$ cat src/hdl/ags_pkg.sv
// Shared types and constants of the adaptive gap segmenter.
`timescale 1ns / 1ps
`default_nettype none

package ags_pkg;

	// Field widths of the point and result transactions.
	localparam int COORD_BITS     = 24;
	localparam int SEGMENT_BITS   = 10;
	localparam int RATIO_BITS     = 8;
	localparam int GAP_BITS       = 23;
	localparam int FRAC_BITS      = 8;
	localparam int CFG_INDEX_BITS = 2;

	// A coordinate difference at or beyond two to this power always breaks.
	localparam int HUGE_SHIFT = 31;

	// Register values after reset.
	localparam logic [RATIO_BITS-1:0] RANGE_RATIO_RESET = RATIO_BITS'(128);
	localparam logic [GAP_BITS-1:0]   MIN_GAP_RESET     = GAP_BITS'(26);
	localparam logic [GAP_BITS-1:0]   MAX_GAP_RESET     = GAP_BITS'(512);

	// Configuration register indexes.
	typedef enum logic [CFG_INDEX_BITS-1:0] {
		CFG_RANGE_RATIO = 2'd0,
		CFG_MIN_GAP     = 2'd1,
		CFG_MAX_GAP     = 2'd2
	} cfg_reg_t;

	// One input point.
	typedef struct packed {
		logic signed [COORD_BITS-1:0] point_x;
		logic signed [COORD_BITS-1:0] point_y;
		logic                         ring_end;
	} point_item_t;

	// One pair result.
	typedef struct packed {
		logic                    gap_break;
		logic [SEGMENT_BITS-1:0] segment_number;
		logic                    closing_pair;
		logic                    run_last;
	} result_item_t;

endpackage

`default_nettype wire

$ cat src/hdl/ags_isqrt.sv
// Bit-serial integer square root, one root bit per clock cycle.
`timescale 1ns / 1ps
`default_nettype none

module ags_isqrt #(
	parameter int ROOT_BITS = 24
) (
	input  wire logic                   clk,
	input  wire logic                   arst_n,
	input  wire logic                   start,
	input  wire logic [2*ROOT_BITS-1:0] radicand,
	output logic                        done,
	output logic [ROOT_BITS-1:0]        root
);

	localparam int CNT_W = $clog2(ROOT_BITS + 1);
	localparam int REM_W = ROOT_BITS + 2;

	logic [2*ROOT_BITS-1:0] rad_q;
	logic [REM_W-1:0]       rem_q;
	logic [ROOT_BITS-1:0]   root_q;
	logic [CNT_W-1:0]       count_q;
	logic                   done_q;

	logic [REM_W-1:0] rem_shift;
	logic [REM_W-1:0] trial;
	logic             take;

	// Bring down the next two radicand bits and try the next root bit.
	always_comb begin
		rem_shift = {rem_q[ROOT_BITS-1:0], rad_q[2*ROOT_BITS-1 -: 2]};
		trial     = {root_q, 2'b01};
		take      = (rem_shift >= trial);
	end

	// Iteration registers; the count runs down from the number of root bits.
	always_ff @(posedge clk or negedge arst_n) begin
		if (!arst_n) begin
			rad_q   <= '0;
			rem_q   <= '0;
			root_q  <= '0;
			count_q <= '0;
			done_q  <= 1'b0;
		end else begin
			done_q <= 1'b0;
			if (start) begin
				rad_q   <= radicand;
				rem_q   <= '0;
				root_q  <= '0;
				count_q <= CNT_W'(ROOT_BITS);
			end else if (count_q != '0) begin
				rad_q   <= rad_q << 2;
				rem_q   <= take ? (rem_shift - trial) : rem_shift;
				root_q  <= {root_q[ROOT_BITS-2:0], take};
				count_q <= count_q - CNT_W'(1);
				if (count_q == CNT_W'(1)) begin
					done_q <= 1'b1;
				end
			end
		end
	end

	assign done = done_q;
	assign root = root_q;

endmodule

`default_nettype wire

$ cat src/hdl/adaptive_gap_segmenter.sv
// Top level of the adaptive gap segmenter: sequencer, shared multiplier and registers.
`timescale 1ns / 1ps
`default_nettype none

// Usage
// Points of a closed ring enter on the in_ channel (valid/stall), one transaction
// per point; ring_end marks the last point of the ring. Each point after the first
// gives one result on the out_ channel for the pair it closes with the point before
// it, and the last point gives a second result for the pair back to the first point.
// Registers are written on the cfg_ channel (valid/ready, always ready); the user
// must write them only while idle, as the block itself does not enforce it. Each
// point is squared and its range taken as a square root; each pair then forms its
// threshold and distance, and the last point runs those steps again for its closing
// pair. The work is set by the bit-serial square root of the range, one root bit per
// cycle, and by the single multiplier that forms all squares and the threshold product
// in turn. in_stall is high while a point is at work, so one point is handled at a time.
// The result sits in an output register; the next point is taken while it waits.
// When the receiver stalls, the sequencer holds in its emit step until the register
// frees. Reset clears the ring state and loads the default register values; no
// result is pending after reset.
module adaptive_gap_segmenter (
	input  wire logic                                 clk,
	input  wire logic                                 arst_n,
	input  wire logic                                 in_valid,
	output logic                                      in_stall,
	input  wire ags_pkg::point_item_t                 in_item,
	output logic                                      out_valid,
	input  wire logic                                 out_stall,
	output ags_pkg::result_item_t                     out_item,
	input  wire logic                                 cfg_valid,
	output logic                                      cfg_ready,
	input  wire logic [ags_pkg::CFG_INDEX_BITS-1:0]   cfg_index,
	input  wire logic [ags_pkg::GAP_BITS-1:0]         cfg_data
);

	import ags_pkg::*;

	localparam int MW    = (COORD_BITS > GAP_BITS) ? COORD_BITS : GAP_BITS;
	localparam int ACC_W = 2 * MW + 1;
	localparam logic [SEGMENT_BITS-1:0] SEG_MAX = {SEGMENT_BITS{1'b1}};

	typedef enum logic [3:0] {
		ST_IDLE,
		ST_SQX,
		ST_SQY,
		ST_ROOT_GO,
		ST_ROOT_WAIT,
		ST_SETUP,
		ST_THR,
		ST_CLAMP,
		ST_TSQ,
		ST_DX,
		ST_DY,
		ST_EMIT
	} state_t;

	state_t state_q;

	// Configuration registers.
	logic [RATIO_BITS-1:0] range_ratio_q;
	logic [GAP_BITS-1:0]   min_gap_q;
	logic [GAP_BITS-1:0]   max_gap_q;

	// Current point and ring state.
	logic [COORD_BITS-1:0]   cur_x_q, cur_y_q, cur_r_q;
	logic                    cur_end_q;
	logic [COORD_BITS-1:0]   first_x_q, first_y_q, first_r_q;
	logic [COORD_BITS-1:0]   prev_x_q, prev_y_q, prev_r_q;
	logic                    have_prev_q;
	logic [SEGMENT_BITS-1:0] seg_q;
	logic                    pair_sel_q;

	// Arithmetic registers.
	logic [ACC_W-1:0]      acc_q;
	logic [GAP_BITS-1:0]   thr_q;
	logic [2*GAP_BITS-1:0] tsq_q;

	logic         out_valid_q;
	result_item_t out_item_q;

	// Square root unit.
	logic                    root_start;
	logic                    root_done;
	logic [COORD_BITS-1:0]   root_val;

	ags_isqrt #(
		.ROOT_BITS(COORD_BITS)
	) u_isqrt (
		.clk     (clk),
		.arst_n  (arst_n),
		.start   (root_start),
		.radicand(acc_q[2*COORD_BITS-1:0]),
		.done    (root_done),
		.root    (root_val)
	);

	assign root_start = (state_q == ST_ROOT_GO);

	// Magnitudes of the current coordinates.
	logic signed [COORD_BITS:0] cx_ext, cy_ext;
	logic [COORD_BITS:0]        cx_neg, cy_neg;
	logic [COORD_BITS-1:0]      ax, ay;

	always_comb begin
		cx_ext = $signed({cur_x_q[COORD_BITS-1], cur_x_q});
		cy_ext = $signed({cur_y_q[COORD_BITS-1], cur_y_q});
		cx_neg = -cx_ext;
		cy_neg = -cy_ext;
		ax = cur_x_q[COORD_BITS-1] ? cx_neg[COORD_BITS-1:0] : cur_x_q;
		ay = cur_y_q[COORD_BITS-1] ? cy_neg[COORD_BITS-1:0] : cur_y_q;
	end

	// Pair operands: previous to current, or current back to the first point.
	logic [COORD_BITS-1:0]      pa_x, pa_y, pa_r, pb_x, pb_y, pb_r, rmin;
	logic signed [COORD_BITS:0] diff_x, diff_y;
	logic [COORD_BITS:0]        neg_dx, neg_dy;
	logic [COORD_BITS-1:0]      dx, dy;
	logic                       huge;

	always_comb begin
		if (pair_sel_q) begin
			pa_x = cur_x_q;   pa_y = cur_y_q;   pa_r = cur_r_q;
			pb_x = first_x_q; pb_y = first_y_q; pb_r = first_r_q;
		end else begin
			pa_x = prev_x_q;  pa_y = prev_y_q;  pa_r = prev_r_q;
			pb_x = cur_x_q;   pb_y = cur_y_q;   pb_r = cur_r_q;
		end
		rmin   = (pa_r < pb_r) ? pa_r : pb_r;
		diff_x = $signed({pa_x[COORD_BITS-1], pa_x}) - $signed({pb_x[COORD_BITS-1], pb_x});
		diff_y = $signed({pa_y[COORD_BITS-1], pa_y}) - $signed({pb_y[COORD_BITS-1], pb_y});
		neg_dx = -diff_x;
		neg_dy = -diff_y;
		dx = diff_x[COORD_BITS] ? neg_dx[COORD_BITS-1:0] : diff_x[COORD_BITS-1:0];
		dy = diff_y[COORD_BITS] ? neg_dy[COORD_BITS-1:0] : diff_y[COORD_BITS-1:0];
		huge = ((dx >> HUGE_SHIFT) != '0) || ((dy >> HUGE_SHIFT) != '0);
	end

	// Threshold clamp of the scaled nearer range held in the accumulator.
	logic [COORD_BITS-1:0] thr_raw;
	logic [MW-1:0]         thr_ext;
	logic [GAP_BITS-1:0]   thr_clamp;

	always_comb begin
		thr_raw = acc_q[FRAC_BITS +: COORD_BITS];
		thr_ext = MW'(thr_raw);
		if (thr_ext < MW'(min_gap_q)) begin
			thr_clamp = min_gap_q;
		end else if (thr_ext > MW'(max_gap_q)) begin
			thr_clamp = max_gap_q;
		end else begin
			thr_clamp = thr_ext[GAP_BITS-1:0];
		end
	end

	// Shared multiplier operand selection.
	logic [MW-1:0]   mul_a, mul_b;
	logic [2*MW-1:0] product;

	always_comb begin
		case (state_q)
			ST_SQX: begin
				mul_a = MW'(ax);
				mul_b = MW'(ax);
			end
			ST_SQY: begin
				mul_a = MW'(ay);
				mul_b = MW'(ay);
			end
			ST_THR: begin
				mul_a = MW'(range_ratio_q);
				mul_b = MW'(rmin);
			end
			ST_TSQ: begin
				mul_a = MW'(thr_q);
				mul_b = MW'(thr_q);
			end
			ST_DX: begin
				mul_a = MW'(dx);
				mul_b = MW'(dx);
			end
			ST_DY: begin
				mul_a = MW'(dy);
				mul_b = MW'(dy);
			end
			default: begin
				mul_a = '0;
				mul_b = '0;
			end
		endcase
		product = mul_a * mul_b;
	end

	logic pair_break;
	logic out_free;
	logic emit_fire;

	assign pair_break = huge || (acc_q > ACC_W'(tsq_q));
	assign out_free   = !out_valid_q || !out_stall;
	assign emit_fire  = (state_q == ST_EMIT) && out_free;

	// Configuration writes.
	always_ff @(posedge clk or negedge arst_n) begin
		if (!arst_n) begin
			range_ratio_q <= RANGE_RATIO_RESET;
			min_gap_q     <= MIN_GAP_RESET;
			max_gap_q     <= MAX_GAP_RESET;
		end else if (cfg_valid) begin
			unique case (cfg_index)
				CFG_RANGE_RATIO: range_ratio_q <= cfg_data[RATIO_BITS-1:0];
				CFG_MIN_GAP:     min_gap_q     <= cfg_data;
				CFG_MAX_GAP:     max_gap_q     <= cfg_data;
				default: ;
			endcase
		end
	end

	// Sequencer with the ring state and the output register.
	always_ff @(posedge clk or negedge arst_n) begin
		if (!arst_n) begin
			state_q     <= ST_IDLE;
			cur_x_q     <= '0;
			cur_y_q     <= '0;
			cur_r_q     <= '0;
			cur_end_q   <= 1'b0;
			first_x_q   <= '0;
			first_y_q   <= '0;
			first_r_q   <= '0;
			prev_x_q    <= '0;
			prev_y_q    <= '0;
			prev_r_q    <= '0;
			have_prev_q <= 1'b0;
			seg_q       <= '0;
			pair_sel_q  <= 1'b0;
			acc_q       <= '0;
			thr_q       <= '0;
			tsq_q       <= '0;
			out_valid_q <= 1'b0;
			out_item_q  <= '0;
		end else begin
			// The receiver takes the pending result and no new one replaces it.
			if (out_valid_q && !out_stall && !emit_fire) begin
				out_valid_q <= 1'b0;
			end
			unique case (state_q)
				ST_IDLE: begin
					if (in_valid) begin
						cur_x_q   <= in_item.point_x;
						cur_y_q   <= in_item.point_y;
						cur_end_q <= in_item.ring_end;
						state_q   <= ST_SQX;
					end
				end
				ST_SQX: begin
					acc_q   <= ACC_W'(product);
					state_q <= ST_SQY;
				end
				ST_SQY: begin
					acc_q   <= acc_q + ACC_W'(product);
					state_q <= ST_ROOT_GO;
				end
				ST_ROOT_GO: begin
					state_q <= ST_ROOT_WAIT;
				end
				ST_ROOT_WAIT: begin
					if (root_done) begin
						cur_r_q <= root_val;
						state_q <= ST_SETUP;
					end
				end
				ST_SETUP: begin
					if (have_prev_q) begin
						pair_sel_q <= 1'b0;
						state_q    <= ST_THR;
					end else begin
						// First point of a ring: remember it as the closing target.
						first_x_q <= cur_x_q;
						first_y_q <= cur_y_q;
						first_r_q <= cur_r_q;
						seg_q     <= '0;
						if (cur_end_q) begin
							pair_sel_q <= 1'b1;
							state_q    <= ST_THR;
						end else begin
							prev_x_q    <= cur_x_q;
							prev_y_q    <= cur_y_q;
							prev_r_q    <= cur_r_q;
							have_prev_q <= 1'b1;
							state_q     <= ST_IDLE;
						end
					end
				end
				ST_THR: begin
					acc_q   <= ACC_W'(product);
					state_q <= ST_CLAMP;
				end
				ST_CLAMP: begin
					thr_q   <= thr_clamp;
					state_q <= ST_TSQ;
				end
				ST_TSQ: begin
					tsq_q   <= product[2*GAP_BITS-1:0];
					state_q <= ST_DX;
				end
				ST_DX: begin
					acc_q   <= ACC_W'(product);
					state_q <= ST_DY;
				end
				ST_DY: begin
					acc_q   <= acc_q + ACC_W'(product);
					state_q <= ST_EMIT;
				end
				ST_EMIT: begin
					if (out_free) begin
						out_valid_q                <= 1'b1;
						out_item_q.gap_break      <= pair_break;
						out_item_q.segment_number <= seg_q;
						out_item_q.closing_pair   <= pair_sel_q;
						out_item_q.run_last       <= pair_sel_q;
						prev_x_q <= cur_x_q;
						prev_y_q <= cur_y_q;
						prev_r_q <= cur_r_q;
						if (pair_sel_q) begin
							// Closing pair done: the ring state clears.
							have_prev_q <= 1'b0;
							seg_q       <= '0;
							state_q     <= ST_IDLE;
						end else begin
							have_prev_q <= 1'b1;
							if (pair_break && (seg_q != SEG_MAX)) begin
								seg_q <= seg_q + SEGMENT_BITS'(1);
							end
							if (cur_end_q) begin
								pair_sel_q <= 1'b1;
								state_q    <= ST_THR;
							end else begin
								state_q <= ST_IDLE;
							end
						end
					end
				end
				default: state_q <= ST_IDLE;
			endcase
		end
	end

	assign in_stall  = (state_q != ST_IDLE);
	assign out_valid = out_valid_q;
	assign out_item  = out_item_q;
	assign cfg_ready = 1'b1;

	// An accepted point keeps the block busy in the following cycle.
	assert property (@(posedge clk) disable iff (!arst_n)
		in_valid && !in_stall |=> in_stall)
		else $error("point accepted but the block did not go busy");

	// The root unit finishes only while the sequencer waits for it.
	assert property (@(posedge clk) disable iff (!arst_n)
		root_done |-> (state_q == ST_ROOT_WAIT))
		else $error("square root finished outside its wait step");

	// A result held by a stalled receiver keeps the sequencer in its emit step.
	assert property (@(posedge clk) disable iff (!arst_n)
		(state_q == ST_EMIT) && out_valid && out_stall |=> (state_q == ST_EMIT))
		else $error("emit step left while the output register was occupied");

	// Only the closing pair ends a ring.
	assert property (@(posedge clk) disable iff (!arst_n)
		out_valid |-> (out_item.closing_pair == out_item.run_last))
		else $error("ring end flag disagrees with closing pair flag");

endmodule

`default_nettype wire
$ cat config.mk
export PLATFORM = sky130hd
export DESIGN_NAME = adaptive_gap_segmenter
export DESIGN_NICKNAME = d
export VERILOG_FILES = /design/src/hdl/ags_pkg.sv /design/src/hdl/ags_isqrt.sv /design/src/hdl/adaptive_gap_segmenter.sv
export SDC_FILE = /design/constraint.sdc
export NUM_CORES = 2
export LEC_CHECK = 0
export ABC_CLOCK_PERIOD_IN_PS = 13500
export BUFFER_PORTS_ARGS = -buffer_cell sky130_fd_sc_hd__buf_2
export CAP_MARGIN = 20
export CORE_ASPECT_RATIO = 1.75
export CORE_MARGIN = 5
export CORE_UTILIZATION = 59
export DETAILED_ROUTE_END_ITERATION = 12
export PLACE_DENSITY = 0.89
export SYNTH_ARGS = -nofsm -noshare
export SYNTH_HDL_FRONTEND = slang
export SYNTH_SLANG_ARGS = --single-unit
$ cat constraint.sdc
create_clock -name clk -period 13.5 [get_ports clk]
set_input_delay 1.35 -clock clk [delete_from_list [all_inputs] [get_ports clk]]
set_output_delay 1.35 -clock clk [all_outputs]
set_load 0.03 [all_outputs]
* Word-level counts from Yosys, hierarchy flattened
Index checks and enable logic that the tools add are counted.
** Word-level totals
- Word-level logic and storage cells :: 163
- Register bits after elaboration :: 520
- Output and inout port bits :: 16
** Cells by class
- Equal/unequal tests :: 22
- Bitwise gates (word level) :: 1
- Muxes and demuxes :: 66
- $lt $le $gt $ge :: 5
- Multiply operators :: 1
- Add/sub/neg operators :: 10
- Reduce and logical (&&, ||, !) cells :: 29
** Operators by type and width (number)
- $mux 24 :: 25
- $pmux 24 s6 :: 2
- $pmux 24 s2 :: 3
- $pmux 49 s2 :: 1
- $mux 48 :: 2
- $neg 24->24 :: 4
- $sub 24x24->25 :: 2
- $add 49x48->49 :: 1
- $gt 49x46->1 :: 1
- $mul 24x24->48 :: 1
- $pmux 4 s12 :: 1
- $mux 23 :: 2
- $mux 10 :: 4
- $ge 26x26->1 :: 1
- $gt 24x23->1 :: 1
- $lt 24x23->1 :: 1
- $lt 24x24->1 :: 1
- $sub 24x24->24 :: 1
- $pmux 10 s2 :: 1
- $eq 4x3->1 const B :: 4
- $eq 4x4->1 const B :: 4
- $mux 4 :: 4
- $reduce_and 2->1 :: 8
- $mux 1 :: 15
- other kinds (28) :: 44

* Logic depth before layout (Yosys ltp)
- Depth in word-level cells :: 8
- Mapped depth :: 59
- Gate-level depth less buffers :: 51

* Modules after synthesis
Synthesis repeated with hierarchy kept, for this count alone.
** Second synthesis, totals
- Cells, all modules :: 5956
- Area, all modules :: 54046.8 um^2
** Modules (own cells, without submodules)
- adaptive_gap_segmenter :: times used 1, cells an instance 5280, area each 48138.7 um^2
- ags_isqrt :: times used 1, cells an instance 676, area each 5908.2 um^2

* Least setup slack after synthesis
No wires, ideal clock.
- Kind :: register to register
- From :: reg pair_sel_q
- To :: reg acc_q[47]
- Cell stages (with the launch flop) :: 55
- Setup slack :: -0.217 ns
- Arrival time :: 13.576 ns
- Setup time :: 0.141 ns
- Path through :: dfrtp_1 -> clkbuf_1 -> clkbuf_1 -> clkbuf_1 -> clkbuf_1 -> clkbuf_1 -> mux2i_1 -> ha_1 -> inv_1 -> fa_1 -> a21o_1 -> a31o_2 -> a211oi_2 -> o211ai_1 -> a21o_1 -> a21o_1 -> clkbuf_1 -> clkbuf_1 -> [19 not listed] -> a2111o_1 -> o211a_1 -> o311a_1 -> o211a_1 -> nor2_1 -> xnor2_1 -> inv_1 -> ha_1 -> clkbuf_1 -> a21o_1 -> a21o_1 -> a21oi_1 -> o2111ai_1 -> a41oi_1 -> o21ai_0 -> a41oi_1 -> mux2i_1 -> a211oi_1
** Between the ends
- Word-level cells in the longest chain between the ends :: 8
- Elaborated cells between the ends (all ways) :: 19
- Classes of those cells :: add/sub (5); mul (1); order compare (1); mux (12)
** RTL lines
- from (decl) :: RTL line adaptive_gap_segmenter.sv:71 : logic pair_sel_q;
- from (signal assigned) :: RTL line adaptive_gap_segmenter.sv:233 : pair_sel_q <= 1'b0;
- from (signal assigned) :: RTL line adaptive_gap_segmenter.sv:272 : pair_sel_q <= 1'b0;
- from (signal assigned) :: RTL line adaptive_gap_segmenter.sv:281 : pair_sel_q <= 1'b1;
- $mux 24 :: RTL line adaptive_gap_segmenter.sv:121 : if (pair_sel_q) begin
- $sub 24x24->25, on equally long branches :: RTL line adaptive_gap_segmenter.sv:130, adaptive_gap_segmenter.sv:129
- $neg 24->24, on equally long branches :: RTL line adaptive_gap_segmenter.sv:132, adaptive_gap_segmenter.sv:131
- $mux 24, on equally long branches :: RTL line adaptive_gap_segmenter.sv:134, adaptive_gap_segmenter.sv:133
- $pmux 24 s6 :: RTL line adaptive_gap_segmenter.sv:160 : case (state_q)
- $mul 24x24->48 (*) :: RTL line adaptive_gap_segmenter.sv:190 : product = mul_a * mul_b;
- named net product[32] :: RTL line adaptive_gap_segmenter.sv:157 : logic [2*MW-1:0] product;
- $add 49x48->49 (*) :: RTL line adaptive_gap_segmenter.sv:258, adaptive_gap_segmenter.sv:309
- $pmux 49 s2 (*) :: RTL line adaptive_gap_segmenter.sv:244 : unique case (state_q)
- to (signal assigned) :: RTL line adaptive_gap_segmenter.sv:254 : acc_q <= ACC_W'(product);
- to (signal assigned) :: RTL line adaptive_gap_segmenter.sv:258 : acc_q <= acc_q + ACC_W'(product);
- to (signal assigned) :: RTL line adaptive_gap_segmenter.sv:309 : acc_q <= acc_q + ACC_W'(product);
- to (decl) :: RTL line adaptive_gap_segmenter.sv:74 : logic [ACC_W-1:0] acc_q;
Mark *: on every way through the listed nets, which the timed path passes. The rest lies on a longest branch.
A chain may end at the register's enable or synchronous reset.

* Worst setup path after layout
- From :: reg pair_sel_q
- To :: reg acc_q[44]
Same word-level chain as after synthesis.

==> metrics <==
DR WL/cell=roughly 23 µm; GRT overflow=0; Yosys top cell area share=between 20% and 30%; sequential fraction of the synthesis area=between 20 and 25%; PnR worst setup slack=~0.44 ns; share of post-route cells with drive strength above 1=between 10 and 15%; Vias/cell=6.232; Crit-path slowest cell=fa_1; syn_nets=roughly 7000; row cnt=146; crit path max fanout=25; routed wire length=around 170 mm; H-Tree Depth=2; detailed-route via count=between 40000 and 50000; pre-CTS setup slack=0.1184 ns; post-DP HPWL=~130 mm; gr usage total=~34%; Root Buffer=clkbuf_16; Max Cap Viol=0; # DRC=0; initial antenna violation count=7; nets@finish=between 7000 and 8000; Die Width=238.1 µm; final hold vios=0; Yosys top cell by area=dfrtp_1; fin. max-slew vios=0; Worst-path clk slew=approximately 0.07 ns; fin crit share=96.75%; full die area=roughly 97000 µm²; Seq cells post-synth=between 500 and 600; Final setup viols=0; most used cell, CP=fa_1; Worst-Margin Slew=between 1 and 1.5 ns; area delta synth->final=9.310%; Placer Congestion=1.053; number of flops mapped to enable cells by yosys=0; Async SR Flop Fraction=100.0%; Slew Limit Headroom=25.61%; CP Data Arrival Time=approximately 14 ns; DRC violation total after the first TritonRoute iteration=between 3000 and 4000; Clock Latency Late Sink=approximately 0.66 ns; setup TNS=0 ns; Die Ht=approximately 400 µm; CP endpoint kind=flop; mean post-synth cell area=about 9.0 µm²; post-synth cell types=84; Clock Path Buffers=3; fin util=between 60% and 70%; Startpoint Class=flop; Tmin final=between 10 and 15 ns; predominant post-synthesis flop cell=dfrtp_1; synthesized instance count=6000; CTS tree=built; Critical Path RT=roughly 14 ns; initial core utilization=about three fifths; CTS buffer count=around 50; IO Port Bufs=93; f_max=approximately 77 MHz; Detailed Routing Iterations Pass 1=8; Core Region=90420 µm²; post-route ant nets=0; warnings from Yosys=0; largest net degree at the start of global routing=160; # IOs=95; CP max stage delay=0.58 ns; first-pass GRT wire length=between 200 and 300 mm; final setup skew=0.04989 ns; biggest regs=acc_q x49, u_isqrt.rad_q x48, tsq_q x46; vias in the first global route=~48000; Cell Area, Synth=around 54000 µm²; worst hold path class=flop to flop; Reg with most FFs=acc_q; status=finished, final reports clean; Sinks on Clock Net=520; kind of critical path=flop to flop; hold_ws=~0.47 ns; max reg flops=a little under 50; Area contributors post-synth=dfrtp_1, fa_1, ha_1, mux2_2, nand2_1
[area by class of cell]
| cell class | count | area (µm²) |
|---|---|---|
| diodes | 5 | 12.51 |
| clock buffers | 63 | 1393 |
| clock inverters | 32 | 436.7 |
| fillers | 7033 | 31690 |
| inverters | 710 | 2665 |
| multi-input cells | 4446 | 37090 |
| flip-flops and latches | 520 | 13020 |
| well taps | 1184 | 1481 |
| repair buffers | 356 | 2631 |
[kinds of logic (layout without fill, tap and decap cells)]
logic type               Yosys count  in the layout  synth area share (%)
flip-flops                       520            520                 24.23
XOR/XNOR                         202            202                 3.293
AND/OR/NAND/NOR                 1702           1702                 14.17
buffers and inverters           1034           1161                 7.323
multiplexers                     451            451                 9.186
adder cells (fa/ha/maj)          907            907                 27.90
AO/OA/AOI/OAI                   1183           1183                 13.89
other                              1              6              0.006979
[Yosys cell counts (all sizes together), types with 30 or more instances]
cell,count
nor2,251
a31oi,91
xor2,101
a211oi,41
mux2i,114
mux2,337
dfrtp,515
and3,30
xnor2,101
buf,60
nand3,74
nor2b,30
clkbuf,264
and2,109
o21ai,294
nand4,51
a21oi,330
ha,422
inv,710
nand2b,36
nor3,56
a21o,163
nand2,951
fa,485
[worst max-delay path: cells and delay by family (launching register included)]
| kind | cells | cell delay [ns] |
|---|---|---|
| xor+xnor | 4 | 1.19 |
| fa+ha+maj | 10 | 4.75 |
| compound gates | 18 | 3.98 |
| flops | 1 | 0.55 |
| mux | 1 | 0.36 |
| simple gates | 7 | 1.06 |
| buf+inv | 7 | 1.02 |
[layer usage]
layer,vias to the layer above,track usage [%],routed length [µm]
li1,20290,-,-
met2,2108,59.77,84760
met1,22330,35.98,54880
met5,-,0,27
met4,4,30.40,19870
met3,859,4.785,10830
[cell usage in the layout, fill, tap and decap left out, drive strengths merged, types with 251 or more instances in the layout]
cell   Yosys  layout
ha       422     422
mux2     337     337
nor2     251     251
nand2    951     951
a21oi    330     330
buf       60     355
inv      710     716
dfrtp    515     515
o21ai    294     294
fa       485     485
[final timing paths]
kind	startpoint	end	slack [ns]	depth (start not counted)
worst max-delay path	pair_sel_q	acc_q[44]	0.44	47
worst min-delay path	out_item[8]	out_item[8]	0.47	2
worst max register to register	pair_sel_q	acc_q[44]	0.44	47
worst min register to register	out_item[8]	out_item[8]	0.47	2
max in group asynchronous	arst_n	cur_y_q[18]	9.84	4
min in group asynchronous	arst_n	min_gap_q[22]	0.71	1
[through the flow]
stage	std cells	cell area [µm²]
floorplan	6000	53740
global placement	7204	56560
detailed placement	7204	56560
CTS	7299	58380
global route	7312	58730
finish	7316	58740
[timing repair]
item / in CTS / in global routing
buffers inserted: 0 / 10
hold buffers: 0 / 0
endpoints found under the setup margin: 0 / 23
resized for setup: 0 / 62
Power is not shown: default switching activity piles up to over one toggle a cycle in this logic, so the estimate is an artifact.
